==> config.mk <==
export PLATFORM = sky130hd
export DESIGN_NAME = rx_slot_allocator
export DESIGN_NICKNAME = d
export VERILOG_FILES = /design/src/rsa_pkg.sv /design/src/rsa_ctrl.sv /design/src/rsa_datapath.sv /design/src/rx_slot_allocator.sv
export SDC_FILE = /design/constraint.sdc
export NUM_CORES = 1
export LEC_CHECK = 0
export ABC_CLOCK_PERIOD_IN_PS = 4500
export BUFFER_PORTS_ARGS = -buffer_cell sky130_fd_sc_hd__buf_4
export CORE_ASPECT_RATIO = 1.5
export CORE_MARGIN = 4
export CORE_UTILIZATION = 50
export DETAILED_ROUTE_END_ITERATION = 8
export GPL_TIMING_DRIVEN = 0
export PLACE_DENSITY = 0.67
export SKIP_LAST_GASP = 1
export SYNTH_ARGS = -nofsm -noshare
export SYNTH_HDL_FRONTEND = slang
export SYNTH_SLANG_ARGS = --single-unit
==> constraint.sdc <==
create_clock -name clock -period 4.5 [get_ports clock]
set_input_delay 0.675 -clock clock [delete_from_list [all_inputs] [get_ports clock]]
set_output_delay 0.675 -clock clock [all_outputs]
set_load 0.03 [all_outputs]
==> src/rsa_pkg.sv <==
package rsa_pkg;

   // request field widths
   localparam int FUNC_W  = 2;
   localparam int SLOT_W  = 5;
   localparam int COUNT_W = 6;

   // request function codes
   localparam logic [FUNC_W-1:0] FUNC_ALLOC   = 2'd0;
   localparam logic [FUNC_W-1:0] FUNC_RELEASE = 2'd1;
   localparam logic [FUNC_W-1:0] FUNC_FLUSH   = 2'd2;

   // default ring depth
   localparam int DEFAULT_QUEUE_DEPTH = 32;

   // free-slot search is split into groups of this many slots
   localparam int GROUP_W     = 8;
   localparam int GROUP_IDX_W = 3;

   // controller to datapath commands
   typedef struct packed {
      logic capture;
      logic scan;
      logic commit;
   } rsa_cmd_type;

endpackage

==> src/rsa_ctrl.sv <==
module rsa_ctrl
   import rsa_pkg::*;
(
   input  logic              clock,
   input  logic              reset,
   input  logic              start,
   input  logic [FUNC_W-1:0] req_func,
   output logic              busy,
   output logic              rsp_strobe,
   output rsa_cmd_type       cmd
);

   typedef enum logic [1:0] {
      S_IDLE,
      S_SCAN,
      S_COMMIT
   } state_type;

   state_type state_ff;
   logic      strobe_ff;

   // state and response strobe
   always_ff @(posedge clock) begin
      if (reset) begin
         state_ff  <= S_IDLE;
         strobe_ff <= 1'b0;
      end else begin
         strobe_ff <= (state_ff == S_COMMIT);
         case (state_ff)
            S_IDLE: begin
               if (start) begin
                  // only an allocate needs the group search
                  state_ff <= (req_func == FUNC_ALLOC) ? S_SCAN : S_COMMIT;
               end
            end
            S_SCAN:   state_ff <= S_COMMIT;
            S_COMMIT: state_ff <= S_IDLE;
            default:  state_ff <= S_IDLE;
         endcase
      end
   end

   // commands to the datapath
   always_comb begin
      cmd.capture = (state_ff == S_IDLE) && start;
      cmd.scan    = (state_ff == S_SCAN);
      cmd.commit  = (state_ff == S_COMMIT);
   end

   assign busy       = (state_ff != S_IDLE);
   assign rsp_strobe = strobe_ff;

   // a response always follows a commit cycle
   assert property (@(posedge clock) disable iff (reset)
      rsp_strobe |-> $past(state_ff == S_COMMIT))
      else $error("response strobe without commit");

   // release, flush and no-op skip the search
   assert property (@(posedge clock) disable iff (reset)
      (start && !busy && req_func != FUNC_ALLOC) |=> (state_ff == S_COMMIT))
      else $error("non-allocate transaction went through search");

endmodule

==> src/rsa_datapath.sv <==
module rsa_datapath
   import rsa_pkg::*;
#(
   parameter int QUEUE_DEPTH = DEFAULT_QUEUE_DEPTH
) (
   input  logic               clock,
   input  logic               reset,
   input  rsa_cmd_type        cmd,
   input  logic [FUNC_W-1:0]  req_func,
   input  logic [SLOT_W-1:0]  req_slot_index,
   output logic               rsp_granted,
   output logic [SLOT_W-1:0]  rsp_granted_slot,
   output logic [COUNT_W-1:0] rsp_free_slots,
   output logic               rsp_release_error,
   output logic [COUNT_W-1:0] rsp_pending_before_flush
);

   localparam int IW  = $clog2(QUEUE_DEPTH);
   localparam int CW  = $clog2(QUEUE_DEPTH + 1);
   localparam int NG  = (QUEUE_DEPTH + GROUP_W - 1) / GROUP_W;
   localparam int GIW = (NG > 1) ? $clog2(NG) : 1;
   localparam int PW  = NG * GROUP_W;

   // allocator state
   logic [QUEUE_DEPTH-1:0] used_ff, used_in;
   logic [IW-1:0]          ptr_ff, ptr_in;
   logic [CW-1:0]          free_ff, free_in;

   // captured request
   logic [FUNC_W-1:0] func_ff;
   logic [SLOT_W-1:0] sidx_ff;

   // per-group search results
   logic [NG-1:0]          any_a_in, any_a_ff, any_m_in, any_m_ff;
   logic [GROUP_IDX_W-1:0] first_a_in [NG];
   logic [GROUP_IDX_W-1:0] first_a_ff [NG];
   logic [GROUP_IDX_W-1:0] first_m_in [NG];
   logic [GROUP_IDX_W-1:0] first_m_ff [NG];

   logic [QUEUE_DEPTH-1:0] free_vec;
   logic [PW-1:0]          pad_free, pad_mask;

   // group pick
   logic                   hit_a, hit_m, found;
   logic [GIW-1:0]         ga, gm, sel_g;
   logic [GROUP_IDX_W-1:0] ba, bm, sel_b;
   logic [GIW+GROUP_IDX_W-1:0] slot_pos;
   logic [IW-1:0]          alloc_slot;

   // release index
   logic [IW+SLOT_W-1:0] rel_wide;
   logic [IW-1:0]        rel_idx;
   logic                 rel_in_range;

   // response values
   logic                 granted_in, rerr_in;
   logic [IW-1:0]        gslot_in;
   logic [CW-1:0]        pending_in;
   logic [IW+SLOT_W-1:0] gslot_wide;
   logic [CW+COUNT_W-1:0] free_wide, pending_wide;

   logic               rsp_granted_ff, rsp_rerr_ff;
   logic [SLOT_W-1:0]  rsp_gslot_ff;
   logic [COUNT_W-1:0] rsp_free_ff, rsp_pending_ff;

   // free bits, padded to whole groups, and those at or past the pointer
   assign free_vec = ~used_ff;
   assign pad_free = PW'(free_vec);

   always_comb begin
      for (int i = 0; i < PW; i++) begin
         pad_mask[i] = pad_free[i] && (i >= int'(ptr_ff));
      end
   end

   // first free slot within each group
   always_comb begin
      for (int g = 0; g < NG; g++) begin
         any_a_in[g]   = |pad_free[g*GROUP_W +: GROUP_W];
         any_m_in[g]   = |pad_mask[g*GROUP_W +: GROUP_W];
         first_a_in[g] = '0;
         first_m_in[g] = '0;
         for (int b = GROUP_W - 1; b >= 0; b--) begin
            if (pad_free[g*GROUP_W + b]) begin
               first_a_in[g] = GROUP_IDX_W'(b);
            end
            if (pad_mask[g*GROUP_W + b]) begin
               first_m_in[g] = GROUP_IDX_W'(b);
            end
         end
      end
   end

   // first group with a free slot, wrapping past the end of the ring
   always_comb begin
      ga = '0;
      gm = '0;
      ba = '0;
      bm = '0;
      for (int g = NG - 1; g >= 0; g--) begin
         if (any_a_ff[g]) begin
            ga = GIW'(g);
            ba = first_a_ff[g];
         end
         if (any_m_ff[g]) begin
            gm = GIW'(g);
            bm = first_m_ff[g];
         end
      end
      hit_a = |any_a_ff;
      hit_m = |any_m_ff;
      found = hit_a || hit_m;
      sel_g = hit_m ? gm : ga;
      sel_b = hit_m ? bm : ba;
   end

   assign slot_pos   = {sel_g, sel_b};
   assign alloc_slot = slot_pos[IW-1:0];

   // release slot index
   assign rel_wide     = (IW + SLOT_W)'(sidx_ff);
   assign rel_idx      = rel_wide[IW-1:0];
   assign rel_in_range = (int'(sidx_ff) < QUEUE_DEPTH);

   // next state and response for the committed transaction
   always_comb begin
      used_in    = used_ff;
      ptr_in     = ptr_ff;
      free_in    = free_ff;
      granted_in = 1'b0;
      gslot_in   = '0;
      rerr_in    = 1'b0;
      pending_in = '0;
      case (func_ff)
         FUNC_ALLOC: begin
            if (found) begin
               used_in[alloc_slot] = 1'b1;
               if (free_ff != '0) begin
                  free_in = free_ff - CW'(1);
               end
               ptr_in     = alloc_slot;
               granted_in = 1'b1;
               gslot_in   = alloc_slot;
            end
         end
         FUNC_RELEASE: begin
            if (rel_in_range && used_ff[rel_idx]) begin
               used_in[rel_idx] = 1'b0;
               if (free_ff != CW'(QUEUE_DEPTH)) begin
                  free_in = free_ff + CW'(1);
               end
            end else begin
               rerr_in = 1'b1;
            end
         end
         FUNC_FLUSH: begin
            pending_in = CW'(QUEUE_DEPTH) - free_ff;
            used_in    = '0;
            ptr_in     = '0;
            free_in    = CW'(QUEUE_DEPTH);
         end
         default: ;
      endcase
   end

   assign gslot_wide   = (IW + SLOT_W)'(gslot_in);
   assign free_wide    = (CW + COUNT_W)'(free_in);
   assign pending_wide = (CW + COUNT_W)'(pending_in);

   // allocator state registers
   always_ff @(posedge clock) begin
      if (reset) begin
         used_ff <= '0;
         ptr_ff  <= '0;
         free_ff <= CW'(QUEUE_DEPTH);
      end else if (cmd.commit) begin
         used_ff <= used_in;
         ptr_ff  <= ptr_in;
         free_ff <= free_in;
      end
   end

   // request capture, search results and response registers
   always_ff @(posedge clock) begin
      if (cmd.capture) begin
         func_ff <= req_func;
         sidx_ff <= req_slot_index;
      end
      if (cmd.scan) begin
         any_a_ff   <= any_a_in;
         any_m_ff   <= any_m_in;
         first_a_ff <= first_a_in;
         first_m_ff <= first_m_in;
      end
      if (cmd.commit) begin
         rsp_granted_ff <= granted_in;
         rsp_gslot_ff   <= gslot_wide[SLOT_W-1:0];
         rsp_free_ff    <= free_wide[COUNT_W-1:0];
         rsp_rerr_ff    <= rerr_in;
         rsp_pending_ff <= pending_wide[COUNT_W-1:0];
      end
   end

   assign rsp_granted              = rsp_granted_ff;
   assign rsp_granted_slot         = rsp_gslot_ff;
   assign rsp_free_slots           = rsp_free_ff;
   assign rsp_release_error        = rsp_rerr_ff;
   assign rsp_pending_before_flush = rsp_pending_ff;

   // free count always matches the used bitmap
   assert property (@(posedge clock) disable iff (reset)
      ($countones(used_ff) + int'(free_ff)) == QUEUE_DEPTH)
      else $error("free count out of step with used bitmap");

   // a granted allocate leaves the pointer on the granted slot
   assert property (@(posedge clock) disable iff (reset)
      (cmd.commit && func_ff == FUNC_ALLOC && found) |=>
         (ptr_ff == $past(alloc_slot) && used_ff[ptr_ff]))
      else $error("pointer not on granted slot");

   // a rejected release leaves the bitmap alone
   assert property (@(posedge clock) disable iff (reset)
      (cmd.commit && func_ff == FUNC_RELEASE && rerr_in) |=> $stable(used_ff))
      else $error("rejected release changed the bitmap");

endmodule

==> src/rx_slot_allocator.sv <==
// rx_slot_allocator: round-robin allocator over a ring of receive buffer slots
//
// Request channel: drive req_func and req_slot_index with start high; the
// transaction is taken at the clock edge where start is high and busy is low.
// req_func 0 allocates the first free slot at or after the search pointer
// (wrapping), 1 releases req_slot_index, 2 flushes every slot.
// Response channel: rsp_strobe is high for exactly one cycle with the result
// on the rsp_ ports; the receiver cannot stall it and must take it then.
// Sequencing: an allocate passes through the group search register, then
// commit, then the response strobe register; release, flush and the unused
// code skip the search. busy stays high until the commit is done, so a new
// transaction is not taken before the last one is committed; allocates take
// longer because of the two-level free-slot search.
// Reset (synchronous, active high) frees every slot, clears the search
// pointer and sets the free count to QUEUE_DEPTH; no sweep is needed.
module rx_slot_allocator
   import rsa_pkg::*;
#(
   parameter int QUEUE_DEPTH = DEFAULT_QUEUE_DEPTH
) (
   input  logic               clock,
   input  logic               reset,
   input  logic               start,
   output logic               busy,
   input  logic [FUNC_W-1:0]  req_func,
   input  logic [SLOT_W-1:0]  req_slot_index,
   output logic               rsp_strobe,
   output logic               rsp_granted,
   output logic [SLOT_W-1:0]  rsp_granted_slot,
   output logic [COUNT_W-1:0] rsp_free_slots,
   output logic               rsp_release_error,
   output logic [COUNT_W-1:0] rsp_pending_before_flush
);

   rsa_cmd_type cmd;

   // sequencing
   rsa_ctrl u_ctrl (
      .clock      (clock),
      .reset      (reset),
      .start      (start),
      .req_func   (req_func),
      .busy       (busy),
      .rsp_strobe (rsp_strobe),
      .cmd        (cmd)
   );

   // bitmap, pointer, count and search
   rsa_datapath #(
      .QUEUE_DEPTH (QUEUE_DEPTH)
   ) u_datapath (
      .clock                    (clock),
      .reset                    (reset),
      .cmd                      (cmd),
      .req_func                 (req_func),
      .req_slot_index           (req_slot_index),
      .rsp_granted              (rsp_granted),
      .rsp_granted_slot         (rsp_granted_slot),
      .rsp_free_slots           (rsp_free_slots),
      .rsp_release_error        (rsp_release_error),
      .rsp_pending_before_flush (rsp_pending_before_flush)
   );

endmodule

==> results.md <==
* CTS tree: yes
* #FFs+latches synth at 104
* Fin nets at 736
* # fillers at 1050
* Multiplexer area fraction after synthesis at 0.0320
* Final count of hold timing violations at 0
* First-pass GRT wire length at 28200 µm
* Top_reg_cell synth: edfxtp_1
* Clock Tree Root: clkbuf_16
* Hold path startpoint: req_func[1]
* Setup crit start kind: flip-flop
* Cell variety after synth at 62
* Top cells by area, synth: edfxtp_1, dfxtp_1, a21oi_1, a211oi_1, o211ai_1
* Sequential area share after synthesis at 0.445
* Final Max Slew Viols at 0
* Complex-gate fraction of the synthesized area at 0.270
* GRT met3 Usage at 0.0407
* Syn Nets at 694
* Clock Tree Buf Depth at 2
* Global placer's final weighted congestion at 0.999
* Post-CTS Resized at 0
* Number of top-level pins at 31
* Placed insts at 858
* Synth Area in Simple Gates at 0.189
* Die W at 97.3 µm
* Die Y at 142 µm
* DR vias/cell at 6.32
* DP HPWL at 13200 µm
* Async set-or-reset flop fraction in the synthesized netlist at 0
* Worst R2R Path Depth at 9
* H-Tree Level Count at 3
* Worst Hold Class: in2reg
* Max Freq at 359 MHz
* Worst Tran Pin Value at 0.870 ns
* TritonCTS Buffers at 9
* Top cells by count, synth: a21oi_1, nor2_1, nand2_1
* Worst-path clk slew at 0.08 ns
* Post-Synthesis Cells at 677
* Placed Area at 0.00642 mm²
* WP data required at 4.77 ns
* Routed wire per std cell at 20.1 µm
* CP Class: reg2reg
* YS warnings at 0
* Worst Hold Path EP: u_ctrl.state_ff[0]
* Gr busiest metal: met2
* Critical-path top delay cell: nor3_1
* # port buffers at 30
* Final Instance Count excl. Fillers at 874
* Post-synthesis xor/xnor area fraction at 0.00293
* Initial antenna violation count at 0
* Critical Path Fanout Max at 8
* Residual DRC count at 0
* Most frequent cell after synthesis: a21oi_1
* R2R Setup Slk at 1.71 ns
* Met2 Use GR at 0.453
* Largest net degree at the start of global routing at 33
* Crit. End Element: flip-flop
* Postcts setup bufs at 0
* Tmin final at 2.79 ns
* Static Leak at 2.20 nW
* Syn Std Cell Area at 0.00599 mm²
* Drt first pass iters at 5
* Setup TNS Final at 0 ns
* Number of flops mapped to enable cells by yosys at 58
* Reg2reg start: u_datapath.func_ff[0]
* Remaining Overflow, GRT at 0
* Initial core utilization at 0.516
* Clock Skews at 0.0107 ns
* Crit. Startpoint: u_datapath.func_ff[0]
* Rows at 48
* Total of max-cap violations at 0
* RSZ-0062 raised after global routing: false
* Total wire length at 17600 µm
* Initial DRC Count at 567
* Reg2reg end: u_datapath.used_ff[28]
* Multi-input gate area at 0.00306 mm²
* Largest family of logic cells by synthesized area: compound AO/OA/AOI/OAI gates
* Outcome: finished clean
* Tcrit/Tclk final at 0.619
* Post-route ant nets at 0
* Antenna cells at 0
* Cell chain of the critical path: ha_1, clkbuf_1, inv_1, nand2_1, a21oi_1, nand3_1, nor3_1, a31oi_1, a211oi_1
* Gr usage total at 0.258
* Slew HR at 0.418
* Max VDD drop at 0.217 mV
* Top cell type's share of synthesized area at 0.291
* CTS Hold Bufs at 0
* CP peak stage delay at 0.47 ns
* Hold Crit Depth at 2
* Critical Path AT at 3.06 ns
* Worst-skew pair later-pin latency at 0.35 ns
* Layout cells sized above 1 at 0.105
* Full die area at 0.0138 mm²
* Power Dens Cells at 297 mW/mm²
* Syn Area/Cell at 8.84 µm²
* Cell taking the most area after synthesis: edfxtp_1
* Final instance area at 0.00671 mm²
* Final setup violation count at 0
* Vias at 5528
* Vias in the first global route at 5285
* Register area at 0.00266 mm²
* Post-synthesis adder-cell area fraction at 0.0146
* Area of the core at 0.0116 mm²
* GR Layer Usage met1 at 0.308
* Clk sinks at 104
* Area growth syn-to-layout at 12.1%
-- routing by layer --
metal  up-vias  wire length (µm)
met5         -                 0
met3        72               969
met2       224              8840
li1       2627                 -
met4         0               843
met1      2605              6940
-- placed cells by master, fill, tap and decap left out, drive strengths merged, types with 12 or more instances in the layout --
| master | count |
|---|---|
| dfxtp | 46 |
| edfxtp | 58 |
| buf | 46 |
| o22ai | 12 |
| inv | 30 |
| nand2 | 64 |
| mux2i | 18 |
| nor3 | 23 |
| clkbuf | 38 |
| nand3 | 12 |
| o21ai | 30 |
| a31oi | 13 |
| a21oi | 76 |
| o211ai | 36 |
| nor2 | 70 |
| a211oi | 39 |
-- cell type report --
class / count / share of cell area
Clock inverter: 7 / 0.00895
Tap cell: 150 / 0.0280
Inverter: 26 / 0.0145
Multi-Input combinational cell: 503 / 0.456
Clock buffer: 9 / 0.0336
Timing Repair Buffer: 31 / 0.0358
Sequential cell: 104 / 0.397
Buffer: 44 / 0.0267
-- registers in the layout, indices dropped and copies added, names as in the netlist, 4 cells and up --
| signal | flops |
|---|---|
| u_datapath.rsp_granted_slot | 5 |
| u_datapath.used_ff | 32 |
| u_datapath.rsp_free_slots | 6 |
| u_datapath.rel_idx | 5 |
| u_datapath.any_m_ff | 4 |
| u_datapath.ptr_ff | 5 |
| u_datapath.free_ff | 6 |
| u_datapath.rsp_pending_before_flush | 6 |
| u_datapath.first_m_ff | 12 |
| u_datapath.any_a_ff | 4 |
| u_datapath.first_a_ff | 12 |
-- worst max-delay path by stage --
| stage | to | slack [ns] |
|---|---|---|
| global route | u_datapath.used_ff[28] | 1.50 |
| floorplan | u_datapath.used_ff[28] | 1.69 |
| global placement | u_datapath.used_ff[28] | 0.72 |
| finish | u_datapath.used_ff[28] | 1.71 |
| CTS | u_datapath.used_ff[28] | 1.78 |
| detailed placement | u_datapath.used_ff[28] | 1.79 |
-- kinds of logic (layout without fill, tap and decap cells) --
group                      Yosys count  count (layout)
AOI/OAI and AO/OA                  248             248
and+or+nand+nor                    227             227
DFF                                104             104
buffers and inverters               70             117
muxes                               19              19
adders and majority gates            7               7
xor gates and xnor gates             2               2
-- worst max-delay path, delay by kind of cell, from the launching register on --
| family | cells | cell delay, ns |
|---|---|---|
| flops | 1 | 0.43 |
| simple gates | 3 | 0.87 |
| fa+ha+maj | 1 | 0.21 |
| buf+inv | 2 | 0.46 |
| compound gates | 3 | 0.75 |
-- report_power, final --
part,internal [W],switching [W]
sequential,0.00102,0.0000133
clock,0.000385,0.000377
combinational,0.0000618,0.000133
-- per-stage QoR --
stage,setup WS (ns),total power [W],hold slack (ns),util
after floorplan,1.69,0.00118,0.423,-
after global placement,0.717,0.00124,0.437,0.552
after detailed placement,1.79,0.00125,0.527,0.554
after CTS,1.78,0.00199,0.485,0.579
after global routing,1.50,0.00206,0.488,0.579
final,1.71,0.00199,0.489,0.579
(Power assumes the default switching activity.)
